$ cat config.mk
export PLATFORM = sky130hd
export DESIGN_NAME = base32_stream_decoder_flat
export DESIGN_NICKNAME = d
export VERILOG_FILES = /design/src/b32d_pkg.sv /design/src/b32d_in_if.sv /design/src/b32d_out_if.sv /design/src/b32d_front.sv /design/src/b32d_queue.sv /design/src/b32d_back.sv /design/src/base32_stream_decoder.sv /design/src/flat_wrapper.sv
export SDC_FILE = /design/constraint.sdc
export NUM_CORES = 1
export LEC_CHECK = 0
export BUFFER_PORTS_ARGS = -buffer_cell sky130_fd_sc_hd__buf_2
export CAP_MARGIN = 15
export CORE_MARGIN = 2
export CORE_UTILIZATION = 30
export CTS_BUF_LIST = sky130_fd_sc_hd__clkbuf_16
export DETAILED_ROUTE_END_ITERATION = 10
export PLACE_DENSITY = 0.47
export SKIP_LAST_GASP = 1
export SYNTH_ARGS = -nofsm -noshare
export SYNTH_HDL_FRONTEND = slang
export SYNTH_SLANG_ARGS = --single-unit
$ cat constraint.sdc
create_clock -name clk -period 4.2 [get_ports clk]
set_input_delay 0 -clock clk [delete_from_list [all_inputs] [get_ports clk]]
set_output_delay 0 -clock clk [all_outputs]
set_load 0.02 [all_outputs]
$ cat src/b32d_pkg.sv
// shared types, constants and the character classifier for the base32 stream decoder
package b32d_pkg;

	localparam int unsigned QDEPTH  = 4;
	localparam int unsigned QPTR_W  = $clog2(QDEPTH);
	localparam int unsigned QCNT_W  = QPTR_W + 1;
	localparam int unsigned SYM_W   = 5;
	localparam int unsigned BYTE_W  = 8;
	localparam int unsigned STORE_W = 7;
	localparam int unsigned CNT_W   = 3;
	localparam int unsigned ACC_W   = STORE_W + SYM_W;

	typedef struct packed {
		logic [SYM_W-1:0] value;
		logic             bad;
		logic             last;
	} sym_t;

	typedef struct packed {
		logic  push;
		sym_t  sym;
	} wr_t;

	typedef struct packed {
		logic  avail;
		sym_t  sym;
	} rd_t;

	typedef struct packed {
		logic [BYTE_W-1:0] data_byte;
		logic              has_byte;
		logic              bad_symbol;
		logic              end_of_message;
	} result_t;

	function automatic sym_t classify(logic [7:0] ch, logic last);
		sym_t       s;
		logic [7:0] d;
		d      = 8'd0;
		s.bad  = 1'b0;
		s.last = last;
		case (ch) inside
			[8'h30:8'h39]: d = ch - 8'd48;
			[8'h41:8'h48]: d = ch - 8'd55;
			[8'h4A:8'h4B]: d = ch - 8'd56;
			[8'h4D:8'h4E]: d = ch - 8'd57;
			[8'h50:8'h54]: d = ch - 8'd58;
			[8'h56:8'h5A]: d = ch - 8'd59;
			default:       s.bad = 1'b1;
		endcase
		s.value = d[SYM_W-1:0];
		return s;
	endfunction

endpackage

$ cat src/b32d_in_if.sv
// character channel: valid/ready with symbol and last
interface b32d_in_if;
	logic       valid;
	logic       ready;
	logic [7:0] symbol;
	logic       last;

	modport source (output valid, output symbol, output last, input ready);
	modport sink (input valid, input symbol, input last, output ready);
endinterface

$ cat src/b32d_out_if.sv
// result channel: valid/ready with decoded byte and status flags
interface b32d_out_if;
	logic       valid;
	logic       ready;
	logic [7:0] data_byte;
	logic       has_byte;
	logic       bad_symbol;
	logic       end_of_message;

	modport source (output valid, output data_byte, output has_byte, output bad_symbol,
		output end_of_message, input ready);
	modport sink (input valid, input data_byte, input has_byte, input bad_symbol,
		input end_of_message, output ready);
endinterface

$ cat src/b32d_front.sv
// front end: accepts characters and maps them to 5-bit values or a bad flag
module b32d_front (
	b32d_in_if.sink       enc,
	input  logic          q_full,
	output b32d_pkg::wr_t wr
);
	import b32d_pkg::*;

	assign enc.ready = !q_full;
	assign wr.push   = enc.valid && !q_full;
	assign wr.sym    = classify(enc.symbol, enc.last);

endmodule

$ cat src/b32d_queue.sv
// small register queue between the classifier and the bit accumulator
module b32d_queue (
	input  logic          clk,
	input  logic          arst_n,
	input  b32d_pkg::wr_t wr,
	input  logic          pop,
	output logic          full,
	output b32d_pkg::rd_t rd
);
	import b32d_pkg::*;

	sym_t              mem_q [QDEPTH];
	logic [QPTR_W-1:0] wr_ptr_q;
	logic [QPTR_W-1:0] rd_ptr_q;
	logic [QCNT_W-1:0] count_q;
	logic              do_pop;

	assign full     = count_q == QCNT_W'(QDEPTH);
	assign rd.avail = count_q != '0;
	assign rd.sym   = mem_q[rd_ptr_q];
	assign do_pop   = pop && rd.avail;

	always_ff @(posedge clk or negedge arst_n) begin
		if (!arst_n) begin
			wr_ptr_q <= '0;
			rd_ptr_q <= '0;
			count_q  <= '0;
		end else begin
			if (wr.push) begin
				wr_ptr_q <= wr_ptr_q + 1'b1;
			end
			if (do_pop) begin
				rd_ptr_q <= rd_ptr_q + 1'b1;
			end
			if (wr.push && !do_pop) begin
				count_q <= count_q + 1'b1;
			end else if (!wr.push && do_pop) begin
				count_q <= count_q - 1'b1;
			end
		end
	end

	always_ff @(posedge clk) begin
		if (wr.push) begin
			mem_q[wr_ptr_q] <= wr.sym;
		end
	end

endmodule

$ cat src/b32d_back.sv
// back end: gathers 5-bit groups into bytes, tracks errors, holds the result register
module b32d_back (
	input  logic          clk,
	input  logic          arst_n,
	input  b32d_pkg::rd_t rd,
	output logic          pop,
	b32d_out_if.source    dec
);
	import b32d_pkg::*;

	logic [STORE_W-1:0] store_q;
	logic [CNT_W-1:0]   count_q;
	logic               err_q;
	logic               valid_q;
	result_t            res_q;

	logic [ACC_W-1:0]   acc;
	logic [CNT_W:0]     cnt_sum;
	logic [CNT_W:0]     cnt_new;
	logic               has;
	logic [ACC_W-1:0]   shifted;
	logic [STORE_W-1:0] store_new;
	logic [STORE_W-1:0] store_d;
	logic [CNT_W-1:0]   count_d;
	logic               err_d;
	logic               emit;
	result_t            res;

	assign pop = rd.avail && (!valid_q || dec.ready);

	always_comb begin
		acc     = {store_q, rd.sym.value};
		cnt_sum = {1'b0, count_q} + (CNT_W+1)'(SYM_W);
		has     = cnt_sum >= (CNT_W+1)'(BYTE_W);
		cnt_new = has ? cnt_sum - (CNT_W+1)'(BYTE_W) : cnt_sum;
		shifted = acc >> cnt_new;
		for (int i = 0; i < STORE_W; i++) begin
			store_new[i] = acc[i] && ((CNT_W+1)'(i) < cnt_new);
		end

		store_d = store_q;
		count_d = count_q;
		err_d   = err_q;
		emit    = 1'b0;
		res     = '0;
		if (pop) begin
			if (err_q) begin
				if (rd.sym.last) begin
					emit               = 1'b1;
					res.bad_symbol     = 1'b1;
					res.end_of_message = 1'b1;
					store_d            = '0;
					count_d            = '0;
					err_d              = 1'b0;
				end
			end else if (rd.sym.bad) begin
				emit               = 1'b1;
				res.bad_symbol     = 1'b1;
				res.end_of_message = rd.sym.last;
				if (rd.sym.last) begin
					store_d = '0;
					count_d = '0;
				end else begin
					err_d = 1'b1;
				end
			end else begin
				store_d            = store_new;
				count_d            = cnt_new[CNT_W-1:0];
				emit               = has || rd.sym.last;
				res.data_byte      = has ? shifted[BYTE_W-1:0] : '0;
				res.has_byte       = has;
				res.end_of_message = rd.sym.last;
				if (rd.sym.last) begin
					store_d = '0;
					count_d = '0;
				end
			end
		end
	end

	always_ff @(posedge clk or negedge arst_n) begin
		if (!arst_n) begin
			store_q <= '0;
			count_q <= '0;
			err_q   <= 1'b0;
			valid_q <= 1'b0;
		end else begin
			store_q <= store_d;
			count_q <= count_d;
			err_q   <= err_d;
			if (emit) begin
				valid_q <= 1'b1;
			end else if (dec.ready) begin
				valid_q <= 1'b0;
			end
		end
	end

	always_ff @(posedge clk) begin
		if (emit) begin
			res_q <= res;
		end
	end

	assign dec.valid          = valid_q;
	assign dec.data_byte      = res_q.data_byte;
	assign dec.has_byte       = res_q.has_byte;
	assign dec.bad_symbol     = res_q.bad_symbol;
	assign dec.end_of_message = res_q.end_of_message;

endmodule

$ cat src/base32_stream_decoder.sv
// top level of the streaming crockford base32 decoder
// Takes one character per cycle and sustains that rate indefinitely when the result side is
// ready. A character is classified on transfer and placed in a four-entry queue; the back end
// takes one queued character per cycle, shifts its 5 bits into the bit store and, when a byte
// is complete, a bad character is found or the message ends, loads the output register. The
// output register loads at the same edge at which the character leaves the queue. Ready on the input drops
// only when the queue is full; the back end stalls only while an unaccepted result sits in the
// output register.
module base32_stream_decoder (
	input logic        clk,
	input logic        arst_n,
	b32d_in_if.sink    enc,
	b32d_out_if.source dec
);
	import b32d_pkg::*;

	wr_t  wr;
	rd_t  rd;
	logic q_full;
	logic pop;

	b32d_front u_front (
		.enc    (enc),
		.q_full (q_full),
		.wr     (wr)
	);

	b32d_queue u_queue (
		.clk    (clk),
		.arst_n (arst_n),
		.wr     (wr),
		.pop    (pop),
		.full   (q_full),
		.rd     (rd)
	);

	b32d_back u_back (
		.clk    (clk),
		.arst_n (arst_n),
		.rd     (rd),
		.pop    (pop),
		.dec    (dec)
	);

	a_bad_no_byte: assert property (@(posedge clk) disable iff (!arst_n)
		dec.valid && dec.bad_symbol |-> !dec.has_byte)
		else $error("bad symbol result carries a byte");

	a_empty_byte_zero: assert property (@(posedge clk) disable iff (!arst_n)
		dec.valid && !dec.has_byte |-> dec.data_byte == 8'd0)
		else $error("data byte nonzero without has_byte");

	a_error_then_bad: assert property (@(posedge clk) disable iff (!arst_n)
		dec.valid && dec.ready && dec.bad_symbol && !dec.end_of_message
		|=> !dec.valid || dec.bad_symbol)
		else $error("result after an error is not the closing bad result");

endmodule

$ cat src/flat_wrapper.sv
// flat-port wrapper written by rule: the top's interface ports become plain ports
module base32_stream_decoder_flat import b32d_pkg::*;
  (clk, arst_n, enc_valid, enc_symbol, enc_last, enc_ready, dec_valid, dec_data_byte, dec_has_byte, dec_bad_symbol, dec_end_of_message, dec_ready);
  b32d_in_if enc_i ();
  b32d_out_if dec_i ();
  input logic clk;
  input logic arst_n;
  input wire logic [$bits(enc_i.valid)-1:0] enc_valid;
  input wire logic [$bits(enc_i.symbol)-1:0] enc_symbol;
  input wire logic [$bits(enc_i.last)-1:0] enc_last;
  output wire logic [$bits(enc_i.ready)-1:0] enc_ready;
  output wire logic [$bits(dec_i.valid)-1:0] dec_valid;
  output wire logic [$bits(dec_i.data_byte)-1:0] dec_data_byte;
  output wire logic [$bits(dec_i.has_byte)-1:0] dec_has_byte;
  output wire logic [$bits(dec_i.bad_symbol)-1:0] dec_bad_symbol;
  output wire logic [$bits(dec_i.end_of_message)-1:0] dec_end_of_message;
  input wire logic [$bits(dec_i.ready)-1:0] dec_ready;
  assign enc_i.valid = enc_valid;
  assign enc_i.symbol = enc_symbol;
  assign enc_i.last = enc_last;
  assign enc_ready = enc_i.ready;
  assign dec_valid = dec_i.valid;
  assign dec_data_byte = dec_i.data_byte;
  assign dec_has_byte = dec_i.has_byte;
  assign dec_bad_symbol = dec_i.bad_symbol;
  assign dec_end_of_message = dec_i.end_of_message;
  assign dec_i.ready = dec_ready;
  base32_stream_decoder u_core (.clk(clk), .arst_n(arst_n), .enc(enc_i), .dec(dec_i));
endmodule
==> run metrics <==
area of the multi-input gates=1673 sq um; number of remaining DRC errors=0; CP cell instances=inv_1 -> ha_1 -> mux2_2 -> o21ai_1 -> nor2_1 -> a21oi_1 -> nor2_1; Crit. path cell count=7; HPWL Detailed=5.191 mm; Placement Setup Slack=1.468 ns; syn_nets=329; most frequent CP cell=nor2_1; DRT Pass-1 Iters=4; wire per inst=15.37 um; crit path launch type=flop; Power Density=671.4 nW/um^2; CP peak stage delay=0.74 ns; peak supply drop=254.0 uV; die width=111.5 um; proportion of layout cells with a drive suffix above 1=20.49%; Die Y=111.5 um; cells resized by post-CTS repair=0; slowest CP cell=dfrtp_1; area of placed instances=3684 sq um; Final min period=2.754 ns; total negative slack=0 ns; total track usage=12.43%; ANT cells=0; GR Overflow Total=0; CP Class=reg -> reg; CORE AREA=11,320 sq um; Synthesis Warnings=0; WP data arrival=2.82 ns; initial antenna violation count=0; Post-Synthesis Cells=297; die area=12,420 sq um; async set-reset flop share out of synthesis=32.76%; worst hold path type=in -> async; crit path setup slack, layout=1.446 ns; clk buf depth=2; max-cap violation count=0; Max Freq=363.1 MHz; clock transition at the registers of the reported paths=0.05 ns; leakage power=1.550 nW; r2r worst-path depth=7; dpl cells=451; Final period util=65.58%; register area=1647 sq um; worst skew pair latency=0.33 ns; most used flip-flop cell after synthesis=edfxtp_1; gpl congestion=0.8059; delay-heaviest family, CP=flip-flops; clk sinks=58; Nets=354; CTS Buf Count=9; P_sw=0.9835 mW; H-tree Lvls=3; WP data required=4.26 ns; switching part of the total=36.73%; Final Hold Fails=0; P&R area growth vs syn=15.10%; Seq pwr share=36.8%; Max FO, Critical Path=17; mapped cell area=3465 sq um; Seq/Total Area, Yosys=47.53%; RSZ-0062 raised after global routing=no; first-pass GRT wire length=12.24 mm; Final Util=35.22%; largest net degree at the start of global routing=22; number of global-route vias before repair=2,426; Initial Util=30.60%; DRT Wirelength=7.223 mm; Mapped Avg Cell Area=11.67 sq um; Slew Viols, Final=0; unique cell type count in the Yosys netlist=59; fill cell count=1,123; Final ANT Viol Nets=0; synthesized flop and latch total=58; IO buf count=25; I/O pins=26; status=complete, no violations; TritonCTS clock tree=built; DR vias/cell=5.077; Comb pwr share=38.7%; Setup-failing EPs final=0; row cnt=39; Final Non-Filler Cells=470; via count=2,386; Post-synth EDFFs=39; Clk pwr share=24.6%; CTS Root Cell=clkbuf_16; Power Internal=1.694 mW; Slew HR=42.91%; post-route cell area=3988 sq um; DR iter-0 viols=150; Crit path buffers/inverters=1; clock skew=0.005084 ns; crit end category=flop; worst-margin pin slew=0.8502 ns
## per-layer routing
metal	routed length, um	share of wire [%]	global-route usage [%]
met3	280	3.9	2.559
met2	3371	47	19.55
met4	306	4.2	7.984
met1	3265	45	15.62
met5	0	0	0
## registers in the layout, indices dropped and copies added, names as in the netlist
| signal | count |
|---|---|
| u_core.u_back.count_q | 3 |
| u_core.u_back.dec.bad_symbol | 1 |
| u_core.u_back.dec.data_byte | 8 |
| u_core.u_back.dec.end_of_message | 1 |
| u_core.u_back.dec.has_byte | 1 |
| u_core.u_back.dec.valid | 1 |
| u_core.u_back.err_q | 1 |
| u_core.u_back.store_q | 7 |
| u_core.u_queue.count_q | 3 |
| u_core.u_queue.mem_q | 28 |
| u_core.u_queue.rd_ptr_q | 2 |
| u_core.u_queue.wr_ptr_q | 2 |
## logic make-up (layout without fill, tap and decap cells)
group                      count (synthesis)  after routing  synth area share (%)
AOI/OAI and AO/OA                         66             66                 12.89
xor gates and xnor gates                  15             15                 3.792
adders and majority gates                 19             19                 7.079
buffers and inverters                     30             60                 4.189
DFF                                       58             58                 47.53
muxes                                     20             20                 10.58
and+or+nand+nor                           89             89                 13.94
## synthesized netlist by cell type, types with 3 or more instances
library cell / number / area [sq um]
edfxtp_1: 39 / 1171
nand2_1: 30 / 112.6
a21oi_1: 20 / 100.1
dfrtp_1: 19 / 475.5
ha_1: 18 / 225.2
nor2_1: 17 / 63.81
inv_1: 16 / 60.06
mux4_2: 13 / 292.8
o21ai_0: 12 / 60.06
xnor2_1: 12 / 105.1
buf_2: 5 / 25.02
nand2b_1: 5 / 31.28
nand3_1: 5 / 25.02
a211oi_1: 4 / 30.03
and3_1: 4 / 25.02
mux2i_1: 4 / 40.04
nor2b_1: 4 / 25.02
a32o_1: 3 / 30.03
buf_6: 3 / 33.78
clkbuf_1: 3 / 11.26
mux2_2: 3 / 33.78
nor2_2: 3 / 18.77
nor3_1: 3 / 15.01
o211ai_1: 3 / 22.52
xor2_1: 3 / 26.28
## through the flow
stage | power (mW) | hold WS, ns
floorplan | 1.783 | -0.2956
global placement | 2.028 | -0.02968
detailed placement | 2.035 | -0.01967
CTS | 2.712 | 0.1529
global route | 2.866 | 0.2114
finish | 2.677 | 0.1626
## cells in the final DEF, fill, tap and decap left out, drive strengths merged, types with 5 or more instances in the layout
cell type  netlist  routed
edfxtp          39      39
nand2           30      30
buf             11      25
a21oi           20      20
nor2            20      20
inv             16      19
dfrtp           19      19
ha              18      18
o21ai           14      14
mux4            13      13
xnor2           12      12
clkbuf           3      10
nand2b           6       6
nor3             6       6
nand3            5       5
## cell type report
| type | instances | area share, % |
|---|---|---|
| Clock buffer | 10 | 6.276 |
| Clock inverter | 6 | 0.5962 |
| Inverter | 16 | 1.506 |
| Multi-Input combinational cell | 209 | 41.95 |
| Sequential cell | 58 | 41.29 |
| Tap cell | 143 | 4.487 |
| Timing Repair Buffer | 28 | 3.891 |
## path summary, 6_finish.rpt
kind | from | end | slack, ns
max in group asynchronous | arst_n | u_core.u_back.count_q[1]$_DFFE_PN0P_ | 3.72
hold / removal | arst_n | u_core.u_queue.count_q[0]$_DFFE_PN0P_ | 0.16
setup / recovery | u_core.u_back.count_q[0]$_DFFE_PN0P_ | u_core.u_back.dec.data_byte[0]$_SDFFCE_PP0P_ | 1.45
setup reg to reg | u_core.u_back.count_q[0]$_DFFE_PN0P_ | u_core.u_back.dec.data_byte[0]$_SDFFCE_PP0P_ | 1.45
min in group clk | enc_valid | u_core.u_queue.wr_ptr_q[0]$_DFFE_PN0P_ | 0.17
hold reg to reg | u_core.u_queue.count_q[2]$_DFFE_PN0P_ | u_core.u_queue.count_q[2]$_DFFE_PN0P_ | 0.49
## power groups by stage
stage               clock [mW]  combinational (mW)  sequential, mW
finish                   0.658                1.04           0.984
CTS                      0.676                1.05           0.987
global route             0.708                1.14            1.02
global placement             0                1.03           0.996
detailed placement           0                1.04           0.994
floorplan                    0               0.784           0.999
## worst reg2reg max path, delay by kind of cell, from the launching register on
family / cells / cell delay (ns)
AND/OR/NAND/NOR: 2 / 0.11
AO/OA/AOI/OAI: 2 / 0.29
buffers and inverters: 1 / 0.22
adder cells (fa/ha/maj): 1 / 0.74
flip-flops: 1 / 0.74
multiplexers: 1 / 0.40
## repair_timing
| item | CTS | global route |
|---|---|---|
| setup buffers | 0 | 0 |
| hold endpoints to repair | 24 | 0 |
| hold buffers | 3 | 0 |
(Power assumes the default switching activity.)
